File: src/rtl/psa_pkg.sv
// psa_pkg: shared types and constants for the pixel saturation adjust core.
// No dependencies; imported by the core, psa_prep, psa_div_stage and the testbench.
package psa_pkg;

    localparam int K_W        = 12;   // width of the Q4.8 saturation factor
    localparam int ALPHA_W    = 16;   // alpha is always carried at full width
    localparam int PORT_CHAN_W = 16;  // channel width on the stream ports
    localparam int UNITY_Q8   = 256;  // 1.0 in Q4.8
    localparam int LUMA_B     = 28;
    localparam int LUMA_G     = 151;
    localparam int LUMA_R     = 77;
    localparam int NUM_CHAN   = 3;

    typedef enum logic [1:0] {
        MODE_PASS  = 2'd0,
        MODE_BLEND = 2'd1,
        MODE_HSV   = 2'd2
    } mode_t;

    // Control that travels with each item through the divider pipeline.
    typedef struct packed {
        logic       valid;
        logic [2:0] is_mid;   // channel that still needs the quotient added
    } ctrl_t;

endpackage

File: src/rtl/psa_div_stage.sv
// psa_div_stage: one restoring-division step (one quotient bit) of the
// pipelined divider that rebuilds the mid channel. Depends on psa_pkg.
module psa_div_stage #(
    parameter int W = 16
) (
    input  logic                     clk,
    input  logic                     rst_n,
    input  logic                     en,
    input  psa_pkg::ctrl_t           in_ctrl,
    input  logic [3*W-1:0]           in_base,
    input  logic [psa_pkg::ALPHA_W-1:0] in_alpha,
    input  logic [W-1:0]             in_d,
    input  logic [W-1:0]             in_rem,
    input  logic [W-1:0]             in_pq,
    output psa_pkg::ctrl_t           out_ctrl,
    output logic [3*W-1:0]           out_base,
    output logic [psa_pkg::ALPHA_W-1:0] out_alpha,
    output logic [W-1:0]             out_d,
    output logic [W-1:0]             out_rem,
    output logic [W-1:0]             out_pq
);
    import psa_pkg::*;

    logic [W:0]   trial;
    logic [W:0]   diff;
    logic         qbit;
    logic [W-1:0] rem_next;

    always_comb
    begin
        trial    = {in_rem, in_pq[W-1]};
        diff     = trial - (W+1)'(in_d);
        qbit     = (trial >= (W+1)'(in_d));
        rem_next = qbit ? diff[W-1:0] : trial[W-1:0];
    end

    always_ff @(posedge clk or negedge rst_n)
    begin
        if (!rst_n)
            out_ctrl <= '0;
        else if (en)
            out_ctrl <= in_ctrl;
    end

    always_ff @(posedge clk)
    begin
        if (en)
        begin
            out_base        <= in_base;
            out_alpha       <= in_alpha;
            out_d           <= in_d;
            out_rem         <= rem_next;
            out_pq          <= {in_pq[W-2:0], qbit};
        end
    end

endmodule

File: config.mk
export PLATFORM = sky130hd
export DESIGN_NAME = psa_div_stage
export DESIGN_NICKNAME = d
export VERILOG_FILES = /design/src/rtl/psa_pkg.sv /design/src/rtl/psa_div_stage.sv
export SDC_FILE = /design/constraint.sdc
export NUM_CORES = 1
export LEC_CHECK = 0
export ABC_AREA = 1
export BUFFER_PORTS_ARGS = -buffer_cell sky130_fd_sc_hd__buf_2
export CAP_MARGIN = 20
export CORE_ASPECT_RATIO = 2
export CORE_MARGIN = 1
export CORE_UTILIZATION = 40
export DETAILED_ROUTE_END_ITERATION = 10
export GPL_TIMING_DRIVEN = 1
export PLACE_DENSITY = 0.82
export SLEW_MARGIN = 20
export SYNTH_ARGS = -nofsm -noshare
export SYNTH_HDL_FRONTEND = slang
export SYNTH_SLANG_ARGS = --single-unit
export TNS_END_PERCENT = 1
File: constraint.sdc
create_clock -name clk -period 0.8 [get_ports clk]
set_input_delay 0.12 -clock clk [delete_from_list [all_inputs] [get_ports clk]]
set_output_delay 0.12 -clock clk [all_outputs]
set_load 0.01 [all_outputs]
# Word level (Yosys, flattened, before mapping)
# Cells that the tools add are included.
totals:
  ff_bits: 116
  word_cells: 10
  output_inout_bits: 116
op_classes:
  n_mux: 1
  n_lt_le_gt_ge: 1
  n_addsub: 1
ops:
  columns: ["op", "n"]
  rows:
  - ["17-bit by 16-bit greater-or-equal comparator with 1-bit output", 1]
  - ["16-bit two-way mux", 1]
  - ["16-bit subtractor", 1]

# Depth between registers and ports, before layout
# Gate-level depths: netlist (run 1).
depth:
  word_depth: 2
  ltp_mapped: 14
  ltp_nobuf: 13

# Worst setup path after synthesis (run 1)
# OpenSTA, ideal clock, no wires.
synth_path:
  path_kind: "input to register"
  from: "in in_d[11]"
  to: "reg out_rem[3] (data pin)"
  setup_ns: 0.252
  arrival_time_ns: 1.394
  path_stages: 12
  setup_slack_ns: -0.846
  n_path_buf: 1
  cell_sequence: "inv_1 ha_1 nand2_2 nor2_2 and2_4 nand2_1 nand2_2 nor2_4 nand2_4 buf_6 nand2_1 nand2_1"
synth_between:
  elab_chain_cells: 2
synth_rtl:
  columns: ["element", "line", "source"]
  rows:
  - ["from (decl)", "psa_div_stage.sv:12", "input logic [W-1:0] in_d,"]
  - ["17-bit by 16-bit greater-or-equal comparator with 1-bit output", "psa_div_stage.sv:33", "qbit = (trial >= (W+1)'(in_d));"]
  - ["via qbit", "psa_div_stage.sv:26", "logic qbit;"]
  - ["16-bit two-way mux", "psa_div_stage.sv:34", "rem_next = qbit ? diff[W-1:0] : trial[W-1:0];"]
  - ["via rem_next[3]", "psa_div_stage.sv:27", "logic [W-1:0] rem_next;"]
  - ["to (signal assigned)", "psa_div_stage.sv:52", "out_rem <= rem_next;"]
  - ["to (decl)", "psa_div_stage.sv:19", "output logic [W-1:0] out_rem,"]
# The timed path passes the listed nets, and every way through them passes these cells.
# A chain may end at the register's enable or synchronous reset.

# Final worst setup path (run 1)
layout_path:
  from: "in in_rem[11]"
  to: "reg out_rem[9] (data pin)"
layout_between:
  elab_chain_cells: 2
layout_rtl:
  columns: ["element", "line", "source"]
  rows:
  - ["from (decl)", "psa_div_stage.sv:13", "input logic [W-1:0] in_rem,"]
  - ["17-bit by 16-bit greater-or-equal comparator with 1-bit output", "psa_div_stage.sv:33", null]
  - ["16-bit two-way mux", "psa_div_stage.sv:34", null]
  - ["via rem_next[9]", "psa_div_stage.sv:27", null]
# The timed path passes the listed nets, and every way through them passes these cells.

==> run_results.csv, run 1 <==
group,metric,value,unit
timing,fin_crit,1.327,ns
timing,finalHoldViolCount,0,
floorplan,fp-row-count,56,
detailed_routing,wl_per_cell,17.91,um
detailed_routing,first_pass_iters,5,
clocking,clkSinkCount,116,
critical_path,r2r_slack,0.04,ns
logic_synthesis,synth_area,4888,um^2
clocking,clk_latency,0.41,ns
finish,fin_nets,957,
run_status,status,"finished with violations",
logic_synthesis,post_synth.cell_area_avg,12.38,um^2
detailed_routing,drtIter0Drc,234,
pwr,p_total,19.16,mW
detailed_routing,vias_per_cell,4.809,
timing,skew,0,ns
logic_synthesis,synthesis.nets,531,
place,place_hpwl,10830,um
critical_path,cp.arrival,1.48,ns
timing,whs,0.03029,ns
logic_synthesis,synth_cell_types,27,
critical_path,critical_path.max_fanout,6,
logic_synthesis,ys_seq_area_share,70.85,%
floorplan,dieHeight,158.3,um
grt,track_usage,27.71,%
clocking,clockBufferDepth,2,
floorplan,start_util,41.28,%
pwr,pwr-share-comb,19.7,%
timing,fmax,753.7,MHz
timing,grt_setup_unrepaired,"true",
floorplan,die_area,12690,um^2
floorplan,core,11840,um^2
grt,grt_max_degree,20,
clocking,cts_htree_levels,4,
logic_synthesis,synth_area_leaders,"edfxtp_1, nand2_1, inv_1, ha_1, nand3_1",
clocking,cts-root-buf,"clkbuf_16",
finish,fill_cells,720,
pwr,netSwitchingFraction,27.24,%
pwr,p_switching,5.220,mW
timing,timing.final.max_slew_violations,0,
place,routabilityCongestion,0.8710,
pwr,leakage,4.271,nW
clocking,cts_tree,"built",
critical_path,critPathMaxStageDelay,0.31,ns
critical_path,reg2regPathDepth,1,
logic_synthesis,synth_top_cell_by_area,"edfxtp_1",
floorplan,io_pins,235,
detailed_routing,drc,0,
place,io_buffer_count,234,
finish,layout_commonest_cell,"buf_2",
hold_path,hp-class,"in2reg",
hold_path,hold_start,"in_rem[10]",
critical_path,worstPathRequired,0.95,ns
logic_synthesis,yosys_register_bits,116,
finish,finalNonFillerCells,980,
pwr,vdd.ir_drop.worst,1.804,mV
timing,finalSetupViolCount,133,
place,dp_cells,831,
critical_path,crit_path_top_delay_cell,"ha_4",
hold_path,holdPathEnd,"out_rem[11]$_DFFE_PP_",
clocking,clk_pin_slew_worst_paths,0.06,ns
place,dp_slack,-1.002,ns
grt,grt_pass1_wl,25360,um
critical_path,end_kind,"flip-flop",
pwr,p_int,13.94,mW
critical_path,path_cells,"buf_6 > ha_4 > nand2_4 > inv_2 > nand2_2 > nand2_2 > nor3b_4 > nor2_4 > buf_6 > buf_8 > nand3_2 > nand2_1",
finish,final_cell_mix,"buf_2, edfxtp_1, dlygate4sd3_1",
critical_path,crit_type,"in2reg",
critical_path,reg2reg_to,"out_ctrl[3]$_DFFE_PN0P_",
timing,tightest_slew,0.2377,ns
flow_run,maxCapViolations,0,
hold_path,holdPathStages,3,
detailed_routing,drtAntennaViolNets,0,
timing,max_slew_margin,84.10,%
timing,setup_ws,-0.5268,ns
clocking,cts_buffers,17,
pwr,p_clk_share,41.2,%
run_status,violations,"setup timing",
grt,antenna_found_initial,1,
finish,fin_util,77.21,%
logic_synthesis,synth_warnings,0,
logic_synthesis,synth_cells,395,
logic_synthesis,synth.top_cell.area_share,68.80,%
detailed_routing,via_count,4713,
grt,grt_pass1_vias,4966,
pwr,power.density,2096,nW/um^2
pwr,seqPwrFrac,39.1,%
grt,grt_remaining_overflow,0,
timing,post-route-period-util,165.8,%
critical_path,start_kind,"input pin",
floorplan,dieWidth,80.17,um
finish,area_growth,87.02,%
finish,drive_above_1_share,54.08,%
critical_path,reg2reg_from,"out_ctrl[3]$_DFFE_PN0P_",
detailed_routing,wl,17550,um
## power groups by stage
stage | registers, mW | clock network (mW) | logic [mW]
after detailed placement | 7.58 | 0 | 2.86
after CTS | 7.46 | 7.93 | 3.55
after global placement | 7.54 | 0 | 2.81
final | 7.49 | 7.90 | 3.77
after floorplan | 7.87 | 0 | 0.964
after global routing | 7.53 | 8.22 | 4.04
## metrics by stage
| stage | setup TNS, ns | cell area [um^2] |
|---|---|---|
| 6_report | -37.47 | 9143 |
| 5_1_grt | -41.48 | 9143 |
| 4_1_cts | -37.21 | 8982 |
| 3_5_place_dp | -21.23 | 6937 |
| 3_3_place_gp | -19.85 | 6937 |
| 2_1_floorplan | -11.62 | 5077 |
## cell type report
class	count	area, um^2	area share [%]
Sequential cell	116	3463	37.88
Timing Repair Buffer	409	2997	32.78
Multi-Input combinational cell	215	1649	18.04
Clock buffer	17	425.4	4.653
Inverter	62	242.7	2.655
Clock inverter	15	181.4	1.984
Tap cell	145	181.4	1.984
Antenna cell	1	2.502	0.02737
## worst max-delay path by stage
stage	to	slack [ns]	from	cells past startpoint
floorplan	out_rem[4]$_DFFE_PP_	-0.72	in_rem[1]	13
global placement	out_rem[14]$_DFFE_PP_	-0.99	in_pq[15]	12
detailed placement	out_rem[14]$_DFFE_PP_	-1.00	in_d[0]	11
CTS	out_rem[0]$_DFFE_PP_	-0.48	in_rem[9]	12
global route	out_rem[10]$_DFFE_PP_	-0.55	in_d[12]	13
finish	out_rem[9]$_DFFE_PP_	-0.53	in_rem[11]	12
## cells by family (layout without fill, tap and decap cells)
group,Yosys count,after routing,synth area share (%)
AO/OA/AOI/OAI,10,10,1.075
XOR/XNOR,7,7,1.254
adder cells (fa/ha/maj),17,17,4.505
buffers and inverters,66,503,5.452
flip-flops,116,116,70.85
multiplexers,4,4,0.9214
other,0,1,0
AND/OR/NAND/NOR,175,177,15.95
## synth_stat cells
master	n
xnor2_1	2
nand3_1	28
nor2_2	1
ha_1	16
dfrtp_1	4
nor2_4	1
and2_4	1
nand3_2	1
and2_1	1
nand2_1	114
o21a_1	1
buf_4	3
edfxtp_1	112
inv_2	2
nor3b_2	1
nor3_4	1
nand2_2	7
nor2_1	12
buf_6	1
inv_1	60
a21oi_1	9
nand4_1	3
fa_1	1
nor3_1	2
nand2_4	2
xor2_1	5
mux2_2	4
## what timing repair did
action | CTS | global route
resized for setup | 80 | 42
setup endpoints to repair | 133 | 133
pin swaps | 47 | 35
setup buffers | 10 | 3
hold buffers | 100 | 0
endpoints found under the hold margin | 103 | 0
cloned | 3 | 0
## state kept, by name (all words and copies together), names as in the netlist
name and count:
out_pq 16, out_alpha 16, out_rem 16, out_ctrl 4, out_d 16, out_base 48
## worst max-delay path, delay by kind of cell
family                     cells  cell delay (ns)
buffers and inverters          4             0.44
adders and majority gates      1             0.31
and+or+nand+nor                7             0.60
## routing by layer
layer	GRT usage (%)	routed length (um)
met4	17.09	1008
met5	0	0
met2	53.15	10050
met3	6.189	979
met1	25.41	5518
Power figures use the tool's default switching activity.
==> run 2: changes to the inputs <==
--- a/config.mk
+++ b/config.mk
@@ -10,10 +10,10 @@
 export CAP_MARGIN = 20
 export CORE_ASPECT_RATIO = 2
 export CORE_MARGIN = 1
-export CORE_UTILIZATION = 40
+export CORE_UTILIZATION = 46
 export DETAILED_ROUTE_END_ITERATION = 10
 export GPL_TIMING_DRIVEN = 1
-export PLACE_DENSITY = 0.82
+export PLACE_DENSITY = 0.91
 export SLEW_MARGIN = 20
 export SYNTH_ARGS = -nofsm -noshare
 export SYNTH_HDL_FRONTEND = slang
==> run 2 against run 1 <==
The flow still finishes with violations (setup timing). Global-route usage grew 5.1 points. Wire length rose by 1.6%. Register-to-register slack got worse by 0.02 ns. Combinational power fell by 9.0%. Worst hold slack got worse by 0.014 ns. Via count fell by 0.51%.
==> run_results.csv, run 2 (synthesis gave the netlist of run 1 again) <==
group,metric,value,unit
clocking,clk_pin_slew_worst_paths,0.06,ns
timing,grt_setup_unrepaired,"true",
critical_path,critPathBufInv,3,
critical_path,cp.arrival,1.56,ns
finish,largest-register,"out_base",
timing,tightest_slew,0.2374,ns
place,place_area,6764,um^2
timing,timing.final.max_slew_violations,0,
critical_path,critPathTopFamily,"simple AND/OR/NAND/NOR gates",
critical_path,start_kind,"input pin",
run_status,violations,"setup timing",
clocking,clockBufferDepth,2,
floorplan,dieWidth,74.90,um
floorplan,io_pins,235,
finish,n_antenna_cell,0,
detailed_routing,vias_per_cell,4.988,
grt,grt_max_degree,43,
critical_path,crit_type,"in2reg",
timing,fin_crit,1.404,ns
detailed_routing,wl,17840,um
critical_path,critPathMaxStageDelay,0.42,ns
timing,whs,0.01580,ns
finish,layout_commonest_cell,"buf_2",
finish,stdcell_area,8402,um^2
clocking,cts_buffers,17,
critical_path,worstPathRequired,0.96,ns
detailed_routing,via_count,4689,
hold_path,hp-class,"in2reg",
place,routabilityCongestion,0.8445,
finish,area_growth,71.87,%
detailed_routing,drtIter0Drc,318,
grt,track_usage,32.81,%
floorplan,core,10210,um^2
detailed_routing,drc,0,
finish,largest_register_ffs,48,
detailed_routing,wl_per_cell,18.98,um
grt,grt_remaining_overflow,0,
timing,finalHoldViolCount,0,
timing,skew,0,ns
finish,fill_cells,552,
clocking,cts-root-buf,"clkbuf_16",
grt,antenna_found_initial,0,
clocking,cts_tree,"built",
floorplan,start_util,47.86,%
timing,max_slew_margin,84.13,%
place,place_hpwl,10680,um
finish,fin_nets,928,
flow_run,maxCapViolations,0,
timing,fmax,712.4,MHz
finish,final_cell_mix,"buf_2, edfxtp_1, dlygate4sd3_1",
clocking,clk_latency,0.41,ns
critical_path,path_cells,"buf_2 > inv_1 > ha_2 > fa_2 > inv_2 > nand4_1 > nand2_2 > nand2_2 > nand3_1 > nand2_1 > nand2_1 > nand2_1",
place,io_buffer_count,234,
pwr,power.density,2153,nW/um^2
grt,grt_pass1_wl,25710,um
critical_path,crit_path_top_delay_cell,"fa_2",
critical_path,cp_common_cell,"nand2_1",
timing,post-route-period-util,175.5,%
critical_path,critical_path.max_fanout,3,
detailed_routing,first_pass_iters,6,
detailed_routing,drtAntennaViolNets,0,
finish,drive_above_1_share,47.70,%
pwr,vdd.ir_drop.worst,1.874,mV
clocking,clkSinkCount,116,
floorplan,fp-row-count,52,
floorplan,dieHeight,147.8,um
clocking,cts_htree_levels,4,
critical_path,end_kind,"flip-flop",
timing,setup_ws,-0.6038,ns
grt,grt_pass1_vias,5000,
run_status,status,"finished with violations",
timing,finalSetupViolCount,133,
floorplan,die_area,11070,um^2
pwr,leakage,3.973,nW
==> run 2: changes by cell type in the layout (fill, tap and decap cells not counted), moves of 9 or more <==
cell     before  now
buf_6        15    1
nand3_1      13   27
buf_2       218  231
nand3_2      15    2
buf_4        61   49
inv_1        37   46
==> run 2: final cells by class <==
cell class / instances / area [um^2] / share of cell area [%]
Clock buffer: 17 / 425.4 / 5.063
Clock inverter: 15 / 132.6 / 1.579
Inverter: 62 / 237.7 / 2.829
Multi-Input combinational cell: 213 / 1398 / 16.63
Sequential cell: 116 / 3463 / 41.22
Tap cell: 135 / 168.9 / 2.010
Timing Repair Buffer: 382 / 2576 / 30.66
==> run 2: layer usage <==
| layer | routed length [um] | track usage [%] |
|---|---|---|
| met1 | 5562 | 29.76 |
| met2 | 10010 | 61.26 |
| met3 | 1210 | 7.703 |
| met4 | 1057 | 20.28 |
| met5 | 0 | 0 |
==> run 2: what timing repair did <==
action	in CTS	in global routing
hold buffers	98	0
setup endpoints to repair	133	133
gates resized for setup	16	19
buffers inserted	0	2
endpoints found under the hold margin	101	0
pin swaps	3	4
==> run 2: final timing paths <==
| path | cells after the start | to | startpoint | slack, ns |
|---|---|---|---|---|
| setup / recovery | 12 | out_rem[10]$_DFFE_PP_ | in_pq[15] | -0.60 |
| hold / removal | 2 | out_d[1]$_DFFE_PP_ | in_d[1] | 0.02 |
| setup reg to reg | 1 | out_ctrl[2]$_DFFE_PN0P_ | out_ctrl[2]$_DFFE_PN0P_ | 0.02 |
| hold reg to reg | 1 | out_ctrl[1]$_DFFE_PN0P_ | out_ctrl[1]$_DFFE_PN0P_ | 0.52 |
| max in group asynchronous | 2 | out_ctrl[1]$_DFFE_PN0P_ | rst_n | 0.64 |
| min in group asynchronous | 2 | out_ctrl[3]$_DFFE_PN0P_ | rst_n | 0.04 |
==> run 2: where the power goes <==
part | switching, mW | leakage (nW) | internal [mW]
clock network | 2.90 | 0.267 | 4.28
registers | 0.179 | 1.14 | 7.30
logic | 1.80 | 2.56 | 1.63
==> run 2: stage by stage <==
| stage | total power, mW | setup slack, ns | cells | TNS, ns | util, % |
|---|---|---|---|---|---|
| 3_5_place_dp | 10.35 | -1.054 | 808 | -25.88 | 66.22 |
| 2_1_floorplan | 8.833 | -0.7190 | 395 | -11.62 | - |
| 5_1_grt | 18.63 | -0.6807 | 940 | -41.36 | 82.25 |
| 6_report | 18.09 | -0.6038 | 940 | -37.25 | 82.25 |
| 4_1_cts | 17.74 | -0.5788 | 938 | -36.07 | 81.59 |
| 3_3_place_gp | 10.24 | -0.9908 | 808 | -24.71 | 66.22 |
