File: config.mk
export PLATFORM = sky130hd
export DESIGN_NAME = psa_prep
export DESIGN_NICKNAME = d
export VERILOG_FILES = /design/src/rtl/psa_pkg.sv /design/src/rtl/psa_prep.sv
export SDC_FILE = /design/constraint.sdc
export NUM_CORES = 2
export LEC_CHECK = 0
export ABC_AREA = 1
export BUFFER_PORTS_ARGS = -buffer_cell sky130_fd_sc_hd__buf_2
export CAP_MARGIN = 20
export CELL_PAD_IN_SITES_DETAIL_PLACEMENT = 0
export CELL_PAD_IN_SITES_GLOBAL_PLACEMENT = 1
export CORE_MARGIN = 1
export CORE_UTILIZATION = 45
export CTS_CLUSTER_DIAMETER = 120
export CTS_CLUSTER_SIZE = 20
export DETAILED_ROUTE_END_ITERATION = 8
export PLACE_DENSITY_LB_ADDON = 0.1
export SETUP_SLACK_MARGIN = 0.15
export SLEW_MARGIN = 20
export SYNTH_ARGS = -nofsm -noshare
export SYNTH_HDL_FRONTEND = slang
export SYNTH_SLANG_ARGS = --single-unit
export TNS_END_PERCENT = 10
File: constraint.sdc
create_clock -name clk -period 13.4 [get_ports clk]
set_input_delay 0.67 -clock clk [delete_from_list [all_inputs] [get_ports clk]]
set_output_delay 0.67 -clock clk [all_outputs]
set_load 0.05 [all_outputs]
File: src/rtl/psa_pkg.sv
// psa_pkg: shared types and constants for the pixel saturation adjust core.
// No dependencies; imported by the core, psa_prep, psa_div_stage and the testbench.
package psa_pkg;

    localparam int K_W        = 12;   // width of the Q4.8 saturation factor
    localparam int ALPHA_W    = 16;   // alpha is always carried at full width
    localparam int PORT_CHAN_W = 16;  // channel width on the stream ports
    localparam int UNITY_Q8   = 256;  // 1.0 in Q4.8
    localparam int LUMA_B     = 28;
    localparam int LUMA_G     = 151;
    localparam int LUMA_R     = 77;
    localparam int NUM_CHAN   = 3;

    typedef enum logic [1:0] {
        MODE_PASS  = 2'd0,
        MODE_BLEND = 2'd1,
        MODE_HSV   = 2'd2
    } mode_t;

    // Control that travels with each item through the divider pipeline.
    typedef struct packed {
        logic       valid;
        logic [2:0] is_mid;   // channel that still needs the quotient added
    } ctrl_t;

endpackage

File: src/rtl/psa_prep.sv
// psa_prep: four pipeline stages that find max/min/luma, scale the spread,
// blend toward luma and form the dividend for the hue-preserving mid channel.
// Depends on psa_pkg.
module psa_prep #(
    parameter int W = 16
) (
    input  logic                     clk,
    input  logic                     rst_n,
    input  logic                     en,
    input  logic                     in_valid,
    input  logic [W-1:0]             in_b,
    input  logic [W-1:0]             in_g,
    input  logic [W-1:0]             in_r,
    input  logic [psa_pkg::ALPHA_W-1:0] in_alpha,
    input  logic [psa_pkg::K_W-1:0]  in_k,
    output psa_pkg::ctrl_t           out_ctrl,
    output logic [3*W-1:0]           out_base,
    output logic [psa_pkg::ALPHA_W-1:0] out_alpha,
    output logic [W-1:0]             out_d,
    output logic [W-1:0]             out_rem,
    output logic [W-1:0]             out_pq
);
    import psa_pkg::*;

    localparam logic [W-1:0] CMAX = {W{1'b1}};

    // ---------------- stage A: max, min, mid, luma sum ----------------
    logic [W-1:0]   c [NUM_CHAN];
    logic [W-1:0]   mx, mn, mid;
    logic [W+1:0]   sum3;
    logic [W+7:0]   luma_sum;
    logic [2:0]     is_max, is_min;
    mode_t          mode;

    always_comb
    begin
        c[0] = in_b;
        c[1] = in_g;
        c[2] = in_r;
        mx = in_b;
        mn = in_b;
        if (in_g > mx) mx = in_g;
        if (in_r > mx) mx = in_r;
        if (in_g < mn) mn = in_g;
        if (in_r < mn) mn = in_r;
        sum3 = (W+2)'(in_b) + (W+2)'(in_g) + (W+2)'(in_r) - (W+2)'(mx) - (W+2)'(mn);
        mid  = sum3[W-1:0];
        for (int i = 0; i < NUM_CHAN; i++)
        begin
            is_max[i] = (c[i] == mx);
            is_min[i] = (c[i] == mn);
        end
        luma_sum = (W+8)'(LUMA_B) * (W+8)'(in_b) + (W+8)'(LUMA_G) * (W+8)'(in_g)
                 + (W+8)'(LUMA_R) * (W+8)'(in_r);
        if (in_k < K_W'(UNITY_Q8))
            mode = MODE_BLEND;
        else if (in_k > K_W'(UNITY_Q8) && mx != mn)
            mode = MODE_HSV;
        else
            mode = MODE_PASS;
    end

    logic           a_valid_reg;
    mode_t          a_mode_reg;
    logic [2:0]     a_max_reg, a_min_reg;
    logic [W-1:0]   a_c_reg [NUM_CHAN];
    logic [ALPHA_W-1:0] a_alpha_reg;
    logic [K_W-1:0] a_k_reg;
    logic [W-1:0]   a_mx_reg, a_mn_reg, a_mid_reg, a_d_reg;
    logic [W+7:0]   a_luma_reg;

    // ---------------- stage B: luma, spread times factor ----------------
    logic           b_valid_reg;
    mode_t          b_mode_reg;
    logic [2:0]     b_max_reg, b_min_reg;
    logic [W-1:0]   b_c_reg [NUM_CHAN];
    logic [ALPHA_W-1:0] b_alpha_reg;
    logic [K_W-1:0] b_k_reg;
    logic [W-1:0]   b_mx_reg, b_d_reg, b_span_reg, b_luma_reg;
    logic [W+K_W-1:0] b_dk_reg;

    // ---------------- stage C: capped spread, blend sums ----------------
    logic [W+3:0]   dk_sh;
    logic [W-1:0]   d_new;
    logic [8:0]     inv_k;
    logic [W+8:0]   bsum [NUM_CHAN];

    always_comb
    begin
        dk_sh = b_dk_reg[W+K_W-1:8];
        d_new = (dk_sh > (W+4)'(b_mx_reg)) ? b_mx_reg : dk_sh[W-1:0];
        inv_k = 9'(UNITY_Q8) - b_k_reg[8:0];
        for (int i = 0; i < NUM_CHAN; i++)
            bsum[i] = (W+9)'(b_c_reg[i]) * (W+9)'(b_k_reg[7:0])
                    + (W+9)'(b_luma_reg) * (W+9)'(inv_k);
    end

    logic           c_valid_reg;
    mode_t          c_mode_reg;
    logic [2:0]     c_max_reg, c_min_reg;
    logic [W-1:0]   c_c_reg [NUM_CHAN];
    logic [ALPHA_W-1:0] c_alpha_reg;
    logic [W-1:0]   c_mx_reg, c_d_reg, c_span_reg, c_dnew_reg;
    logic [W+8:0]   c_bsum_reg [NUM_CHAN];

    // ---------------- stage D: new min, dividend, channel bases ----------------
    logic [W-1:0]   low;
    logic [2*W-1:0] prod;
    logic [W:0]     bres;
    logic [3*W-1:0] base;
    logic [2:0]     mid_flag;

    always_comb
    begin
        low  = c_mx_reg - c_dnew_reg;
        prod = (2*W)'(c_dnew_reg) * (2*W)'(c_span_reg);
        base = '0;
        mid_flag = '0;
        for (int i = 0; i < NUM_CHAN; i++)
        begin
            bres = c_bsum_reg[i][W+8:8];
            case (c_mode_reg)
                MODE_BLEND: base[i*W +: W] = (bres > (W+1)'(CMAX)) ? CMAX : bres[W-1:0];
                MODE_HSV:
                begin
                    base[i*W +: W] = c_max_reg[i] ? c_mx_reg : low;
                    mid_flag[i]    = !c_max_reg[i] && !c_min_reg[i];
                end
                default:    base[i*W +: W] = c_c_reg[i];
            endcase
        end
    end

    always_ff @(posedge clk or negedge rst_n)
    begin
        if (!rst_n)
        begin
            a_valid_reg <= 1'b0;
            b_valid_reg <= 1'b0;
            c_valid_reg <= 1'b0;
            out_ctrl    <= '0;
        end
        else if (en)
        begin
            a_valid_reg     <= in_valid;
            b_valid_reg     <= a_valid_reg;
            c_valid_reg     <= b_valid_reg;
            out_ctrl.valid  <= c_valid_reg;
            out_ctrl.is_mid <= mid_flag;
        end
    end

    always_ff @(posedge clk)
    begin
        if (en)
        begin
            a_mode_reg  <= mode;
            a_max_reg   <= is_max;
            a_min_reg   <= is_min;
            a_c_reg     <= c;
            a_alpha_reg <= in_alpha;
            a_k_reg     <= in_k;
            a_mx_reg    <= mx;
            a_mn_reg    <= mn;
            a_mid_reg   <= mid;
            a_d_reg     <= mx - mn;
            a_luma_reg  <= luma_sum;

            b_mode_reg  <= a_mode_reg;
            b_max_reg   <= a_max_reg;
            b_min_reg   <= a_min_reg;
            b_c_reg     <= a_c_reg;
            b_alpha_reg <= a_alpha_reg;
            b_k_reg     <= a_k_reg;
            b_mx_reg    <= a_mx_reg;
            b_d_reg     <= a_d_reg;
            b_span_reg  <= a_mid_reg - a_mn_reg;
            b_luma_reg  <= a_luma_reg[W+7:8];
            b_dk_reg    <= (W+K_W)'(a_d_reg) * (W+K_W)'(a_k_reg);

            c_mode_reg  <= b_mode_reg;
            c_max_reg   <= b_max_reg;
            c_min_reg   <= b_min_reg;
            c_c_reg     <= b_c_reg;
            c_alpha_reg <= b_alpha_reg;
            c_mx_reg    <= b_mx_reg;
            c_d_reg     <= b_d_reg;
            c_span_reg  <= b_span_reg;
            c_dnew_reg  <= d_new;
            c_bsum_reg  <= bsum;

            out_base        <= base;
            out_alpha       <= c_alpha_reg;
            out_d           <= c_d_reg;
            out_rem         <= prod[2*W-1:W];
            out_pq          <= prod[W-1:0];
        end
    end

endmodule

Word-level counts from Yosys, hierarchy flattened
Cells that the tools add are included.
- logic and storage cells: 119
- register bits after elaboration: 675
- input port bits: 80
- output and inout bits: 116
- mux-type cells: 18
- add/subtract/negate cells: 13
- eq/ne operators: 9
- multipliers: 9
- reduce and logical (&&, ||, !) cells: 10
- order comparisons: 10
- operators by type and width (operator ; number):
    16-bit 2-to-1 mux ; 11
    16-bit equality test ; 6
    16-bit case mux with 2 select lines ; 3
    16-bit subtractor ; 5
    24-bit by 25-bit adder with 25-bit output ; 3
    16-bit by 8-bit multiplier with 24-bit output ; 3
    17-bit by 16-bit greater-than comparator with 1-bit output, second input constant ; 3
    16-bit adder ; 2
    16-bit greater-than comparator ; 2
    16-bit less-than comparator ; 2
    16-bit by 16-bit multiplier with 32-bit output ; 1
    16-bit by 12-bit multiplier with 28-bit output ; 1
    16-bit by 9-bit multiplier with 25-bit output ; 1
    21-bit by 24-bit adder with 24-bit output ; 1
    24-bit by 23-bit adder with 24-bit output ; 1
    8-bit by 16-bit multiplier with 24-bit output, first input constant ; 1
    7-bit by 16-bit multiplier with 23-bit output, first input constant ; 1
    20-bit by 16-bit greater-than comparator with 1-bit output ; 1
    3-bit by 16-bit multiplier with 19-bit output, first input constant ; 1
    16-bit != test ; 1
    12-bit by 9-bit greater-than comparator with 1-bit output, second input constant ; 1
    12-bit by 9-bit less-than comparator with 1-bit output, second input constant ; 1
    9-bit subtractor, first input constant ; 1
    1-bit zero test ; 6
    other kinds (5) ; 10

Logic depth before layout (Yosys ltp)
- depth after elaboration: 7
- gate-level depth with buffers: 52
- mapped depth without buffers: 49

Worst setup path after synthesis
OpenSTA, ideal clock, no wires.
- path kind: reg-to-reg
- from: register b_k_reg[1]
- to: register c_bsum_reg[73] (netlist name), data pin
- slack: 4.036 ns
- setup time: 0.265 ns
- buffers on the path: 3
- data required time: 13.135 ns
- arrival: 9.099 ns
- stages on the path, launching flop included: 44
- clock period less this slack: 9.364 ns
- path through: edfxtp_1 -> clkbuf_1 -> clkbuf_1 -> buf_1 -> inv_1 -> ha_1 -> inv_1 -> nor3_1 -> inv_1 -> or2_2 -> nor3_1 -> inv_1 -> nor2_1 -> or2_2 -> nand2_1 -> clkinv_1 -> nand2_1 -> fa_1 -> [... 8 more ...] -> nand2_1 -> nand2_1 -> nand2_1 -> xnor2_1 -> fa_1 -> fa_1 -> fa_1 -> fa_1 -> inv_1 -> ha_1 -> nand2_1 -> or4_1 -> o21ai_0 -> nand3_1 -> nand2_1 -> a31oi_1 -> o21ai_0 -> xor2_1
- RTL lines (element ; line ; text):
    start, declared ; psa_prep.sv:78 ; logic [K_W-1:0] b_k_reg;
    start signal, assigned ; psa_prep.sv:174 ; b_k_reg <= a_k_reg;
    end signal, assigned ; psa_prep.sv:190 ; c_bsum_reg <= bsum;
    end, declared ; psa_prep.sv:104 ; logic [W+8:0] c_bsum_reg [NUM_CHAN];

==> metrics.cfg <==
[clock_tree]
cts.clk_slew.worst_paths_ns=0.09
post_cts_resize_count=0
postCtsSetupBuffers=0
root_cell_of_the_clock_tree=sky130_fd_sc_hd__clkbuf_16
cts_tree=yes
htree_levels=2
insertion_delay_ns=0.66
cts_buffers=40
cts_buffer_depth=3
cts.sinks=635

[global_route]
largest_net_degree_at_the_start_of_global_routing=102
number_of_global_route_vias_before_repair=47200
gr-usage-all-layers_pct=25.4
initial_antenna_violation_count=21
grt_first_pass_wirelength_um=283000
gr-total-overflow=0

[setup_path]
worstReg2RegStart=b_k_reg[1]
critPathMaxStageDelay_ns=0.55
cp_data_arrival_time_ns=10.92
r2r_end=c_bsum_reg[73]
cell_with_the_largest_stage_delay_on_the_worst_path=sky130_fd_sc_hd__xnor2_1
cp.buffers_inverters=8
critical_path.endpoint_type=flip-flop
start_kind=flip-flop
r2r_cells=41
critPathRequiredTime_ns=13.79
timing.critical_path.fanout_max=50
critPathTopFamily=adder cells
ff2ff_setup_slack_ns=2.87
cp_num_cells=41
timing_worst_setup_path_type=reg2reg

[floorplan]
top_level_ports=196
initial_core_util_pct=45.3
die-height_um=385
rows=140
die_footprint_um2=148000
floorplan.die.width_um=385
core_area_um2=146000

[route]
firstDrtPassIters=5
routed_length_per_instance_um=20.5
drt.antenna.violating_nets=0
drc_viols=0
drt-initial-drc-count=3381
totalWireLength_um=183000
routed-via-count=45700
vias_per_cell=5.12

[sta]
grt_setup_unrepaired=false
post-route-period-util_pct=78.6
slew_headroom_pct=24.5
finalClockSkew_ns=0.0337
setup_viol=0
timing.final.hold_violations=0
fmax_mhz=95.0
fin_tns_setup_ns=0
finalMaxSlewViolations=0
tightestPinTransition_ns=1.13
shortest_period_the_worst_path_allows_ns=10.53

[placed_design]
detailedPlacementHpwl_um=143000
buffers_added_on_ports=195
place.gp.congestion=0.892

[logic_synthesis]
synth_area_per_cell_um2=9.49
netlist_area_um2=66000
dominantRegCellSynth=sky130_fd_sc_hd__edfxtp_1
yosys.cell_types.count=59
postSynthNetCount=8557
ys.warnings.count=0
number_of_flops_mapped_to_enable_cells_by_yosys=628
synth-async-reset-ratio_pct=1.10
synth_sequential_area_ratio_pct=28.8
synth-seq-cells=635
syn_inst=6954

[hold_path]
holdPathStages=1
holdPathEnd=a_k_reg[7]
min-delay-path-class=in2reg
hold_path_startpoint=in_k[7]

[finish]
layout_nets=8591
drive_gt1_share_pct=4.97
mostFrequentLayoutCell=sky130_fd_sc_hd__inv_1
commonest_cells_after_routing_fill_and_taps_aside=sky130_fd_sc_hd__inv_1, sky130_fd_sc_hd__nand2_1, sky130_fd_sc_hd__fa_1, sky130_fd_sc_hd__edfxtp_1, sky130_fd_sc_hd__ha_1
area.growth.synth_to_final_pct=5.87

[job]
cap_violations=0

[outcome]
outcome=finished clean

cells in the mapped netlist (4+ instances only):
| cell | instances | share of area (%) |
|---|---|---|
| sky130_fd_sc_hd__a31oi_1 | 56 | 0.53 |
| sky130_fd_sc_hd__nor2_1 | 245 | 1.4 |
| sky130_fd_sc_hd__a21boi_0 | 4 | 0.045 |
| sky130_fd_sc_hd__nand2_2 | 21 | 0.20 |
| sky130_fd_sc_hd__nand3_1 | 158 | 1.2 |
| sky130_fd_sc_hd__inv_1 | 1689 | 9.6 |
| sky130_fd_sc_hd__a21o_1 | 14 | 0.16 |
| sky130_fd_sc_hd__o21ai_2 | 10 | 0.13 |
| sky130_fd_sc_hd__ha_1 | 594 | 11 |
| sky130_fd_sc_hd__o21a_1 | 7 | 0.080 |
| sky130_fd_sc_hd__nand3b_1 | 4 | 0.045 |
| sky130_fd_sc_hd__xor2_1 | 153 | 2.0 |
| sky130_fd_sc_hd__clkbuf_1 | 175 | 1.0 |
| sky130_fd_sc_hd__nand4_1 | 31 | 0.29 |
| sky130_fd_sc_hd__clkbuf_2 | 44 | 0.33 |
| sky130_fd_sc_hd__o211ai_1 | 9 | 0.10 |
| sky130_fd_sc_hd__buf_1 | 18 | 0.10 |
| sky130_fd_sc_hd__nand2_1 | 1432 | 8.1 |
| sky130_fd_sc_hd__o21ai_0 | 184 | 1.4 |
| sky130_fd_sc_hd__o21bai_1 | 21 | 0.24 |
| sky130_fd_sc_hd__or2_2 | 6 | 0.057 |
| sky130_fd_sc_hd__o221ai_1 | 4 | 0.053 |
| sky130_fd_sc_hd__o31ai_1 | 5 | 0.057 |
| sky130_fd_sc_hd__a21oi_1 | 288 | 2.2 |
| sky130_fd_sc_hd__inv_2 | 5 | 0.028 |
| sky130_fd_sc_hd__edfxtp_1 | 628 | 29 |
| sky130_fd_sc_hd__nor4_1 | 7 | 0.066 |
| sky130_fd_sc_hd__dfrtp_1 | 7 | 0.27 |
| sky130_fd_sc_hd__xnor2_1 | 75 | 1.0 |
| sky130_fd_sc_hd__a211oi_1 | 16 | 0.18 |
| sky130_fd_sc_hd__buf_2 | 13 | 0.099 |
| sky130_fd_sc_hd__o2111ai_1 | 4 | 0.053 |
| sky130_fd_sc_hd__fa_1 | 929 | 28 |
| sky130_fd_sc_hd__o21ai_1 | 30 | 0.23 |
| sky130_fd_sc_hd__clkinv_1 | 4 | 0.023 |
| sky130_fd_sc_hd__nor3_1 | 28 | 0.21 |
repair_timing:
item                                   CTS  global route
hold buffers                             1             0
endpoints found under the hold margin    7             0
setup endpoints to repair                0             0
worst max-delay path by stage:
stage,startpoint,endpoint
floorplan,b_k_reg[1],c_bsum_reg[73]
global placement,b_k_reg[1],c_bsum_reg[49]
detailed placement,b_k_reg[1],c_bsum_reg[49]
CTS,b_k_reg[1],c_bsum_reg[49]
global route,b_k_reg[1],bres[16]
finish,b_k_reg[1],c_bsum_reg[73]
routing by layer:
metal	track usage (%)	share of wire [%]
met2	40.9	46
met3	2.84	5.5
met1	36.8	46
met5	0	0.025
met4	5.82	2.3
cells by family after synthesis:
group / after synthesis / synth area share (%)
DFF: 635 / 28.8
adders and majority gates: 1523 / 39.4
AOI/OAI and AO/OA: 671 / 5.68
xor gates and xnor gates: 229 / 3.05
and+or+nand+nor: 1943 / 11.7
buffers and inverters: 1953 / 11.3
area by class of cell:
type | instances | area (um2)
fill | 13800 | 75700
multi-input combinational | 4366 | 39500
sequential | 635 | 19000
inverter | 1698 | 6370
tap | 1917 | 2400
timing repair buffer | 247 | 1380
clock buffer | 50 | 1040
clock inverter | 11 | 106
antenna | 2 | 5.00
through the flow:
| stage | utilization, % | hold slack (ns) | setup WS, ns | cell area (um2) | std cells |
|---|---|---|---|---|---|
| 3_3_place_gp | 47.2 | 0.401 | 2.92 | 68700 | 8862 |
| 5_1_grt | 48.0 | 0.169 | 2.09 | 69900 | 8924 |
| 6_report | 48.0 | 0.199 | 2.87 | 69900 | 8926 |
| 4_1_cts | 48.0 | 0.148 | 2.87 | 69900 | 8924 |
| 3_5_place_dp | 47.2 | 0.405 | 2.87 | 68700 | 8862 |
| 2_1_floorplan | - | 0.374 | 4.04 | 66000 | 6954 |
Power is not shown: default switching activity piles up to over one toggle a cycle in this logic, so the estimate is an artifact.
